File: src/hw/rtl/kvj_pkg.sv
// ----------------------------------------------------------------------------
// KeyValues to JSON package
// Character codes, parser phases, status codes and the result types.
// ----------------------------------------------------------------------------
`default_nettype none

package kvj_pkg;

  // Width of the reported error position.
  localparam int unsigned ERR_POS_BITS = 24;

  // Characters that the parser looks for or emits.
  localparam logic [7:0] CH_NUL    = 8'h00;
  localparam logic [7:0] CH_TAB    = 8'h09;
  localparam logic [7:0] CH_LF     = 8'h0A;
  localparam logic [7:0] CH_CR     = 8'h0D;
  localparam logic [7:0] CH_SPACE  = 8'h20;
  localparam logic [7:0] CH_QUOTE  = 8'h22;
  localparam logic [7:0] CH_COMMA  = 8'h2C;
  localparam logic [7:0] CH_COLON  = 8'h3A;
  localparam logic [7:0] CH_LBRACK = 8'h5B;
  localparam logic [7:0] CH_BSLASH = 8'h5C;
  localparam logic [7:0] CH_RBRACK = 8'h5D;
  localparam logic [7:0] CH_LBRACE = 8'h7B;
  localparam logic [7:0] CH_RBRACE = 8'h7D;

  // Parser phases.
  localparam logic [2:0] PH_OUT  = 3'd0;
  localparam logic [2:0] PH_OBJ  = 3'd1;
  localparam logic [2:0] PH_KEY0 = 3'd2;
  localparam logic [2:0] PH_KEY  = 3'd3;
  localparam logic [2:0] PH_BETW = 3'd4;
  localparam logic [2:0] PH_VAL0 = 3'd5;
  localparam logic [2:0] PH_VAL  = 3'd6;

  // Status codes of a result word.
  localparam logic [2:0] ST_OK        = 3'd0;
  localparam logic [2:0] ST_BAD_OPEN  = 3'd1;
  localparam logic [2:0] ST_BAD_OBJ   = 3'd2;
  localparam logic [2:0] ST_BAD_VAL   = 3'd3;
  localparam logic [2:0] ST_END_OBJ   = 3'd4;
  localparam logic [2:0] ST_END_KEY   = 3'd5;
  localparam logic [2:0] ST_END_BETW  = 3'd6;
  localparam logic [2:0] ST_END_VAL   = 3'd7;

  // One result word.
  typedef struct packed {
    logic [7:0]              out_byte;
    logic [2:0]              status;
    logic [ERR_POS_BITS-1:0] error_position;
    logic                    final_res;
  } result_t;

  // Up to two result words caused by one input word.
  typedef struct packed {
    logic [1:0] cnt;
    result_t    r0;
    result_t    r1;
  } res_pair_t;

  function automatic result_t mk_res(input logic [7:0] b, input logic [2:0] st,
                                     input logic [ERR_POS_BITS-1:0] pos,
                                     input logic fin);
    result_t r;
    r.out_byte       = b;
    r.status         = st;
    r.error_position = pos;
    r.final_res      = fin;
    return r;
  endfunction

  function automatic logic is_space(input logic [7:0] b);
    return (b == CH_SPACE) || (b == CH_TAB) || (b == CH_CR) || (b == CH_LF);
  endfunction

endpackage

`default_nettype wire

File: src/hw/rtl/kvj_if.sv
// ----------------------------------------------------------------------------
// KeyValues to JSON channels
// Valid/ready channels for the input words and the result words.
// ----------------------------------------------------------------------------
`default_nettype none

interface kvj_in_if;
  logic       valid;
  logic       ready;
  logic       op;
  logic [7:0] in_byte;

  modport source (output valid, output op, output in_byte, input ready);
  modport sink   (input valid, input op, input in_byte, output ready);
endinterface

interface kvj_out_if;
  logic        valid;
  logic        ready;
  logic [7:0]  out_byte;
  logic [2:0]  status;
  logic [23:0] error_position;
  logic        final_res;

  modport source (output valid, output out_byte, output status,
                  output error_position, output final_res, input ready);
  modport sink   (input valid, input out_byte, input status,
                  input error_position, input final_res, output ready);
endinterface

`default_nettype wire

File: src/hw/rtl/keyvalues_to_json_converter_top.sv
// ----------------------------------------------------------------------------
// KeyValues to JSON converter
// Streams KeyValues objects in and a JSON array of objects out, one
// character per result word.
// ----------------------------------------------------------------------------
//  Channel  | Direction | Payload                                       | Handshake
//  in_word  | sink      | op, in_byte                                   | valid/ready
//  out_word | source    | out_byte, status, error_position, final_res   | valid/ready
//
// An input word causes zero, one or two result words, computed in the cycle
// it is accepted and held in a two-entry pending register.
// Result words leave through a registered output at one per cycle while the
// sink is ready. A new word is taken as soon as the pending register will be
// empty, even while the output register waits on a stalled sink.
// Reset is synchronous and clears the parser state and all valid flags.
// ----------------------------------------------------------------------------
`default_nettype none

module keyvalues_to_json_converter_top #(
  parameter int unsigned POSITION_BITS = 24
) (
  input wire logic  clk,
  input wire logic  rst_n,
  kvj_in_if.sink    in_word,
  kvj_out_if.source out_word
);

  logic               in_accept;
  logic               out_load;
  logic               in_ready;
  kvj_pkg::res_pair_t new_pair;
  kvj_pkg::res_pair_t pend_r, pend_nxt;
  kvj_pkg::result_t   out_res_r;
  logic               out_valid_r;

  // Parser with the converter state.
  kvj_parser #(
    .POSITION_BITS (POSITION_BITS)
  ) u_parser (
    .clk     (clk),
    .rst_n   (rst_n),
    .accept  (in_accept),
    .op      (in_word.op),
    .in_byte (in_word.in_byte),
    .pair    (new_pair)
  );

  // Handshake decisions.
  assign out_load  = (pend_r.cnt != 2'd0) && (!out_valid_r || out_word.ready);
  assign in_ready  = (pend_r.cnt == 2'd0) || ((pend_r.cnt == 2'd1) && out_load);
  assign in_accept = in_word.valid && in_ready;

  // Pending results: refilled by a new word, otherwise shifted on a load.
  always_comb begin
    pend_nxt = pend_r;
    if (in_accept) begin
      pend_nxt = new_pair;
    end else if (out_load) begin
      pend_nxt.r0  = pend_r.r1;
      pend_nxt.cnt = pend_r.cnt - 2'd1;
    end
  end

  // Only the count needs a reset; the held results are qualified by it.
  always_ff @(posedge clk) begin
    if (!rst_n) begin
      pend_r.cnt <= 2'd0;
    end else begin
      pend_r.cnt <= pend_nxt.cnt;
    end
    pend_r.r0 <= pend_nxt.r0;
    pend_r.r1 <= pend_nxt.r1;
  end

  // Output register.
  always_ff @(posedge clk) begin
    if (!rst_n) begin
      out_valid_r <= 1'b0;
    end else if (out_load) begin
      out_valid_r <= 1'b1;
    end else if (out_word.ready) begin
      out_valid_r <= 1'b0;
    end
  end

  always_ff @(posedge clk) begin
    if (out_load) begin
      out_res_r <= pend_r.r0;
    end
  end

  assign in_word.ready           = in_ready;
  assign out_word.valid          = out_valid_r;
  assign out_word.out_byte       = out_res_r.out_byte;
  assign out_word.status         = out_res_r.status;
  assign out_word.error_position = out_res_r.error_position;
  assign out_word.final_res      = out_res_r.final_res;

endmodule

`default_nettype wire

File: src/hw/rtl/kvj_parser.sv
// ----------------------------------------------------------------------------
// KeyValues to JSON parser
// Holds the parser state and works out the result words of one input word.
// ----------------------------------------------------------------------------
`default_nettype none

module kvj_parser #(
  parameter int unsigned POSITION_BITS = 24
) (
  input  wire logic                 clk,
  input  wire logic                 rst_n,
  input  wire logic                 accept,
  input  wire logic                 op,
  input  wire logic [7:0]           in_byte,
  output kvj_pkg::res_pair_t        pair
);

  logic [2:0]               phase_r, phase_nxt;
  logic                     started_r, started_nxt;
  logic                     object_made_r, object_made_nxt;
  logic                     pair_made_r, pair_made_nxt;
  logic                     prev_bs_r, prev_bs_nxt;
  logic                     ended_r, ended_nxt;
  logic [2:0]               err_code_r, err_code_nxt;
  logic [POSITION_BITS-1:0] byte_pos_r, byte_pos_nxt;
  logic [POSITION_BITS-1:0] err_idx_r, err_idx_nxt;

  logic [POSITION_BITS-1:0] pos_inc;
  logic                     str_close;
  logic                     advance;
  logic [1:0]               nb;
  kvj_pkg::result_t         e0, e1, lead_res;

  // Saturating increment of the character index.
  assign pos_inc   = (&byte_pos_r) ? byte_pos_r : byte_pos_r + POSITION_BITS'(1);
  assign str_close = (in_byte == kvj_pkg::CH_QUOTE) && !prev_bs_r;
  assign lead_res  = kvj_pkg::mk_res(kvj_pkg::CH_LBRACK, kvj_pkg::ST_OK, '0, 1'b0);

  // Next state and the body results of the word on the input.
  always_comb begin
    phase_nxt       = phase_r;
    started_nxt     = 1'b1;
    object_made_nxt = object_made_r;
    pair_made_nxt   = pair_made_r;
    prev_bs_nxt     = prev_bs_r;
    ended_nxt       = ended_r;
    err_code_nxt    = err_code_r;
    err_idx_nxt     = err_idx_r;
    byte_pos_nxt    = byte_pos_r;
    advance         = 1'b0;
    nb              = 2'd0;
    e0              = kvj_pkg::mk_res(in_byte, kvj_pkg::ST_OK, '0, 1'b0);
    e1              = kvj_pkg::mk_res(in_byte, kvj_pkg::ST_OK, '0, 1'b0);

    if (op) begin
      // End of input: close the array or report the error.
      ended_nxt = 1'b1;
      if (err_code_r == kvj_pkg::ST_OK) begin
        case (phase_r)
          kvj_pkg::PH_OBJ: begin
            err_code_nxt = kvj_pkg::ST_END_OBJ;
            err_idx_nxt  = byte_pos_r;
          end
          kvj_pkg::PH_KEY0, kvj_pkg::PH_KEY: begin
            err_code_nxt = kvj_pkg::ST_END_KEY;
            err_idx_nxt  = byte_pos_r;
          end
          kvj_pkg::PH_BETW: begin
            err_code_nxt = kvj_pkg::ST_END_BETW;
            err_idx_nxt  = byte_pos_r;
          end
          kvj_pkg::PH_VAL0, kvj_pkg::PH_VAL: begin
            err_code_nxt = kvj_pkg::ST_END_VAL;
            err_idx_nxt  = byte_pos_r;
          end
          default: begin
          end
        endcase
      end
      nb = 2'd1;
      if (err_code_nxt == kvj_pkg::ST_OK) begin
        e0 = kvj_pkg::mk_res(kvj_pkg::CH_RBRACK, kvj_pkg::ST_OK, '0, 1'b1);
      end else begin
        e0 = kvj_pkg::mk_res(kvj_pkg::CH_NUL, err_code_nxt,
                             kvj_pkg::ERR_POS_BITS'(err_idx_nxt), 1'b1);
      end
    end else if (!ended_r && (err_code_r == kvj_pkg::ST_OK)) begin
      case (phase_r)
        kvj_pkg::PH_OBJ: begin
          if (in_byte == kvj_pkg::CH_NUL) begin
            ended_nxt = 1'b1;
          end else if (kvj_pkg::is_space(in_byte)) begin
            nb      = 2'd1;
            advance = 1'b1;
          end else if (in_byte == kvj_pkg::CH_QUOTE) begin
            // A comma goes before every pair but the first.
            if (pair_made_r) begin
              nb = 2'd2;
              e0 = kvj_pkg::mk_res(kvj_pkg::CH_COMMA, kvj_pkg::ST_OK, '0, 1'b0);
            end else begin
              nb = 2'd1;
            end
            phase_nxt = kvj_pkg::PH_KEY0;
            advance   = 1'b1;
          end else if (in_byte == kvj_pkg::CH_RBRACE) begin
            nb              = 2'd1;
            object_made_nxt = 1'b1;
            pair_made_nxt   = 1'b0;
            phase_nxt       = kvj_pkg::PH_OUT;
            advance         = 1'b1;
          end else begin
            err_code_nxt = kvj_pkg::ST_BAD_OBJ;
            err_idx_nxt  = byte_pos_r;
          end
        end
        kvj_pkg::PH_KEY0, kvj_pkg::PH_KEY: begin
          if ((phase_r == kvj_pkg::PH_KEY0) && (in_byte == kvj_pkg::CH_NUL)) begin
            ended_nxt = 1'b1;
          end else begin
            nb        = 2'd1;
            phase_nxt = str_close ? kvj_pkg::PH_BETW : kvj_pkg::PH_KEY;
            advance   = 1'b1;
          end
        end
        kvj_pkg::PH_BETW: begin
          if (in_byte == kvj_pkg::CH_NUL) begin
            ended_nxt = 1'b1;
          end else if (kvj_pkg::is_space(in_byte)) begin
            nb      = 2'd1;
            advance = 1'b1;
          end else if (in_byte == kvj_pkg::CH_QUOTE) begin
            nb        = 2'd2;
            e0        = kvj_pkg::mk_res(kvj_pkg::CH_COLON, kvj_pkg::ST_OK, '0, 1'b0);
            phase_nxt = kvj_pkg::PH_VAL0;
            advance   = 1'b1;
          end else begin
            err_code_nxt = kvj_pkg::ST_BAD_VAL;
            err_idx_nxt  = pos_inc;
          end
        end
        kvj_pkg::PH_VAL0, kvj_pkg::PH_VAL: begin
          if ((phase_r == kvj_pkg::PH_VAL0) && (in_byte == kvj_pkg::CH_NUL)) begin
            ended_nxt = 1'b1;
          end else begin
            nb      = 2'd1;
            advance = 1'b1;
            if (str_close) begin
              pair_made_nxt = 1'b1;
              phase_nxt     = kvj_pkg::PH_OBJ;
            end else begin
              phase_nxt = kvj_pkg::PH_VAL;
            end
          end
        end
        default: begin
          if (in_byte == kvj_pkg::CH_NUL) begin
            ended_nxt = 1'b1;
          end else if (kvj_pkg::is_space(in_byte)) begin
            nb      = 2'd1;
            advance = 1'b1;
          end else if (in_byte == kvj_pkg::CH_LBRACE) begin
            // A comma goes before every object but the first.
            if (object_made_r) begin
              nb = 2'd2;
              e0 = kvj_pkg::mk_res(kvj_pkg::CH_COMMA, kvj_pkg::ST_OK, '0, 1'b0);
            end else begin
              nb = 2'd1;
            end
            phase_nxt = kvj_pkg::PH_OBJ;
            advance   = 1'b1;
          end else begin
            err_code_nxt = kvj_pkg::ST_BAD_OPEN;
            err_idx_nxt  = pos_inc;
          end
        end
      endcase
    end

    // A consumed character moves the index and the escape flag.
    if (advance) begin
      prev_bs_nxt  = (in_byte == kvj_pkg::CH_BSLASH);
      byte_pos_nxt = pos_inc;
    end
  end

  // Put the opening bracket of the first word in front of the body results.
  always_comb begin
    if (!started_r) begin
      pair.r0  = lead_res;
      pair.r1  = e0;
      pair.cnt = nb + 2'd1;
    end else begin
      pair.r0  = e0;
      pair.r1  = e1;
      pair.cnt = nb;
    end
  end

  // State registers, loaded on every accepted word.
  always_ff @(posedge clk) begin
    if (!rst_n) begin
      phase_r       <= kvj_pkg::PH_OUT;
      started_r     <= 1'b0;
      object_made_r <= 1'b0;
      pair_made_r   <= 1'b0;
      prev_bs_r     <= 1'b0;
      ended_r       <= 1'b0;
      err_code_r    <= kvj_pkg::ST_OK;
      byte_pos_r    <= '0;
      err_idx_r     <= '0;
    end else if (accept) begin
      phase_r       <= phase_nxt;
      started_r     <= started_nxt;
      object_made_r <= object_made_nxt;
      pair_made_r   <= pair_made_nxt;
      prev_bs_r     <= prev_bs_nxt;
      ended_r       <= ended_nxt;
      err_code_r    <= err_code_nxt;
      byte_pos_r    <= byte_pos_nxt;
      err_idx_r     <= err_idx_nxt;
    end
  end

endmodule

`default_nettype wire

File: src/flat_wrapper.sv
// flat-port wrapper written by rule: the top's interface ports become plain ports
module keyvalues_to_json_converter_top_flat 
#(
  parameter int unsigned POSITION_BITS = 24
)
  (clk, rst_n, in_word_valid, in_word_op, in_word_in_byte, in_word_ready, out_word_valid, out_word_out_byte, out_word_status, out_word_error_position, out_word_final_res, out_word_ready);
  kvj_in_if in_word_i ();
  kvj_out_if out_word_i ();
  input wire logic clk;
  input wire logic rst_n;
  input wire logic [$bits(in_word_i.valid)-1:0] in_word_valid;
  input wire logic [$bits(in_word_i.op)-1:0] in_word_op;
  input wire logic [$bits(in_word_i.in_byte)-1:0] in_word_in_byte;
  output wire logic [$bits(in_word_i.ready)-1:0] in_word_ready;
  output wire logic [$bits(out_word_i.valid)-1:0] out_word_valid;
  output wire logic [$bits(out_word_i.out_byte)-1:0] out_word_out_byte;
  output wire logic [$bits(out_word_i.status)-1:0] out_word_status;
  output wire logic [$bits(out_word_i.error_position)-1:0] out_word_error_position;
  output wire logic [$bits(out_word_i.final_res)-1:0] out_word_final_res;
  input wire logic [$bits(out_word_i.ready)-1:0] out_word_ready;
  assign in_word_i.valid = in_word_valid;
  assign in_word_i.op = in_word_op;
  assign in_word_i.in_byte = in_word_in_byte;
  assign in_word_ready = in_word_i.ready;
  assign out_word_valid = out_word_i.valid;
  assign out_word_out_byte = out_word_i.out_byte;
  assign out_word_status = out_word_i.status;
  assign out_word_error_position = out_word_i.error_position;
  assign out_word_final_res = out_word_i.final_res;
  assign out_word_i.ready = out_word_ready;
  keyvalues_to_json_converter_top #(.POSITION_BITS(POSITION_BITS)) u_core (.clk(clk), .rst_n(rst_n), .in_word(in_word_i), .out_word(out_word_i));
endmodule
File: config.mk
export PLATFORM = sky130hd
export DESIGN_NAME = keyvalues_to_json_converter_top_flat
export DESIGN_NICKNAME = d
export VERILOG_FILES = /design/src/hw/rtl/kvj_pkg.sv /design/src/hw/rtl/kvj_if.sv /design/src/hw/rtl/keyvalues_to_json_converter_top.sv /design/src/hw/rtl/kvj_parser.sv /design/src/flat_wrapper.sv
export SDC_FILE = /design/constraint.sdc
export NUM_CORES = 1
export LEC_CHECK = 0
export BUFFER_PORTS_ARGS = -buffer_cell sky130_fd_sc_hd__buf_2
export CAP_MARGIN = 10
export CORE_ASPECT_RATIO = 1.4
export CORE_MARGIN = 4
export CORE_UTILIZATION = 30
export DETAILED_ROUTE_END_ITERATION = 10
export PLACE_DENSITY_LB_ADDON = 0.08
export SLEW_MARGIN = 5
export SYNTH_ARGS = -nofsm -noshare
export SYNTH_HDL_FRONTEND = slang
export SYNTH_SLANG_ARGS = --single-unit
export TNS_END_PERCENT = 10
File: constraint.sdc
create_clock -name clk -period 4.6 [get_ports clk]
set_clock_uncertainty 0.1 [all_clocks]
set_input_delay 1.15 -clock clk [delete_from_list [all_inputs] [get_ports clk]]
set_output_delay 1.15 -clock clk [all_outputs]
set_load 0.03 [all_outputs]
==> flow_summary_export.csv <==
group,metric,value,unit
clock_network,root_buffer,"clkbuf_16",
detailed_routing,route.vias.total,6735,
power_and_ir_drop,intPower,0.00349,W
final_layout,drive_gt1_frac,0.138,
detailed_routing,route.detailed.drc,0,
sta,slew_viol_final,0,
setup_path,end_kind,"register",
sta,min_period_over_period,0.701,
place,gp_congestion,0.790,
sta,max_freq,0.310,GHz
setup_path,worst-path-max-fanout,21,
yosys,synthArstFlopShare,0,
die,initial_core_util,0.304,
yosys,avgSynthCellArea,9.83,um^2
detailed_routing,drt-total-wl,23100,um
clock_network,cts_buffers,17,
clock_network,cts_resized,0,
yosys,synth_top_flop_cell,"edfxtp_1",
die,fp.dieW,151,um
yosys,yosys.cell_types.count,77,
power_and_ir_drop,seqPwrFrac,0.455,
run_status,run_status,"finished, final reports clean",
clock_network,clkTransAtPathRegs,70,ps
clock_network,clockBufferDepth,2,
power_and_ir_drop,cellLeakagePower,3.23,nW
sta,timing_hold_violations_final,0,
power_and_ir_drop,netSwitchingPower,0.00194,W
yosys,synthTopCellsByCount,"108 x edfxtp_1, 102 x nand2_1, 62 x dfxtp_1",
yosys,syn_inst,879,
yosys,syn-cell-area,8640,um^2
grt,antenna_found_initial,1,
yosys,ys_seq_elements,170,
power_and_ir_drop,power_switching_share,0.357,
place,placed_area,9150,um^2
detailed_routing,viasPerCell,5.27,
yosys,syn-num-nets,895,
place,place_hpwl,15900,um
clock_network,clkSinkCount,170,
yosys,yosys.cell_count.top_type,"edfxtp_1",
clock_network,clk_latency,440,ps
power_and_ir_drop,peakVddDrop,0.190,mV
yosys,synthTopCellsByArea,"edfxtp_1 38%, dfxtp_1 14%, nand2_1 4.4%, a21oi_1 3.2%, o21ai_0 2.7%",
setup_path,worstSetupStartpointType,"register",
sta,rsz0062_at_grt,"false",
die,io_pins,51,
min_path,hold_class,"reg2reg",
clock_network,cts_tree,"done",
detailed_routing,drtAntennaViolNets,0,
die,core,28400,um^2
grt,grt_max_degree,48,
detailed_routing,drt_iter0_drc,396,
final_layout,fin_area,9710,um^2
sta,finalCriticalPeriod,3220,ps
detailed_routing,dr.pass1.iters,5,
yosys,ys_warn_count,0,
grt,grt_pass1_wl,36600,um
die,die-area,31600,um^2
grt,overflow,0,
yosys,seq_area_frac_synth,0.519,
die,fp.dieH,209,um
clock_network,cts_setup_buffers,0,
yosys,synth-edff-count,108,
power_and_ir_drop,combPwrFrac,0.284,
place,port_buffers,50,
clock_network,h-tree-depth,4,
yosys,synth_area_leader_cell,"edfxtp_1",
setup_path,cp.arrival,3400,ps
setup_path,critPathRequiredTime,4780,ps
grt,track_usage,0.148,
sta,setup_violations,0,
final_layout,final_util,0.342,
sta,tightest_slew,885,ps
power_and_ir_drop,powerDensity,560,nW/um^2
setup_path,worstSetupPathType,"reg2reg",
final_layout,antennaDiodeCount,0,
detailed_routing,wire_per_inst,18.0,um
die,placementRows,73,
sta,fin_hold_ws,313,ps
sta,setup-tns-final,0,ps
final_layout,nNetsFinal,906,
grt,grt_pass1_vias,6361,
clock_network,cts_hold_buf,0,
sta,slew_headroom,0.405,
final_layout,areaGrowthSynthToFinish,12.4,%
yosys,netlist.area_leader.share,0.375,
job,max_cap_violations,0,
power_and_ir_drop,clockPowerShare,0.260,
per-stage QoR:
| stage | setup WS [ps] | std cells | total power, W |
|---|---|---|---|
| finish | 1380 | 1278 | 0.00543 |
| CTS | 1390 | 1278 | 0.00553 |
| global route | 1140 | 1278 | 0.00576 |
| detailed placement | 962 | 1246 | 0.00410 |
| global placement | 954 | 1246 | 0.00410 |
| floorplan | 641 | 879 | 0.00363 |
final cells by class:
cell class	count	area, um^2
clock inverters	14	135
clock buffers	18	429
repair buffers	67	378
fillers	2889	18700
multi-input cells	612	3730
inverters	22	82.6
flip-flops and latches	170	4480
well taps	375	469
power by group through the flow:
stage	Combinational [W]	Clock (W)	Sequential (W)
3_5_place_dp	0.00158	0	0.00252
4_1_cts	0.00158	0.00146	0.00248
2_1_floorplan	0.000776	0	0.00285
5_1_grt	0.00171	0.00152	0.00253
3_3_place_gp	0.00159	0	0.00251
6_report	0.00155	0.00141	0.00247
cells by family after synthesis:
group | share of synthesized area
AOI/OAI and AO/OA | 0.199
xor gates and xnor gates | 0.00507
adders and majority gates | 0.00434
buffers and inverters | 0.0505
DFF | 0.519
muxes | 0.0210
and+or+nand+nor | 0.201
registers in the layout, indices dropped and copies added, names as in the netlist, 3 cells and up:
name                            count
u_core.pend_r                      74
u_core.out_word.error_position     24
u_core.u_parser.byte_pos_r         24
u_core.u_parser.err_idx_r          24
u_core.out_word.out_byte            8
u_core.out_word.status              3
u_core.u_parser.err_code_r          3
u_core.u_parser.phase_r             3
metal layers:
| layer | global-route usage | part of all wire |
|---|---|---|
| met5 | 0 | 0.00056 |
| met4 | 0.0504 | 0.015 |
| met3 | 0.0271 | 0.036 |
| met2 | 0.234 | 0.47 |
| met1 | 0.202 | 0.48 |
cells in the final DEF (no fill, tap or decap), types with 14 or more instances in the layout:
cell,synthesis,final
a21oi_1,56,56
a31oi_1,17,17
and3_1,14,14
buf_2,20,50
buf_4,4,17
clkbuf_16,0,17
dfxtp_1,62,62
edfxtp_1,108,108
inv_1,20,19
mux2i_1,17,17
nand2_1,102,102
nand2b_1,17,17
nand3_1,29,29
nand4_1,15,15
nor2_1,51,51
nor3_1,30,30
o21ai_0,47,47
o31ai_1,25,25
or4_1,17,17
worst max-delay path, cell delays in order, from the launching register on:
cell and delay [ps]:
dfxtp_1 850, xor2_1 170, nor2b_1 230, a2111oi_2 560
a31oi_1 290, nor2_2 650, a221oi_1 200
worst paths after layout:
| check | from | end | slack [ps] | cells after the start |
|---|---|---|---|---|
| max | u_core.u_parser.phase_r[0]$_SDFFE_PN0P_ | u_core.u_parser.err_idx_r[14]$_SDFFE_PN0P_ | 1380 | 6 |
| min | u_core.pend_r[45]$_DFFE_PP_ | u_core.out_word.error_position[8]$_DFFE_PP_ | 310 | 0 |
| max reg2reg | u_core.u_parser.phase_r[0]$_SDFFE_PN0P_ | u_core.u_parser.err_idx_r[14]$_SDFFE_PN0P_ | 1380 | 6 |
| min reg2reg | u_core.pend_r[45]$_DFFE_PP_ | u_core.out_word.error_position[8]$_DFFE_PP_ | 310 | 0 |
No activity file was read; power rests on OpenSTA's default activity.
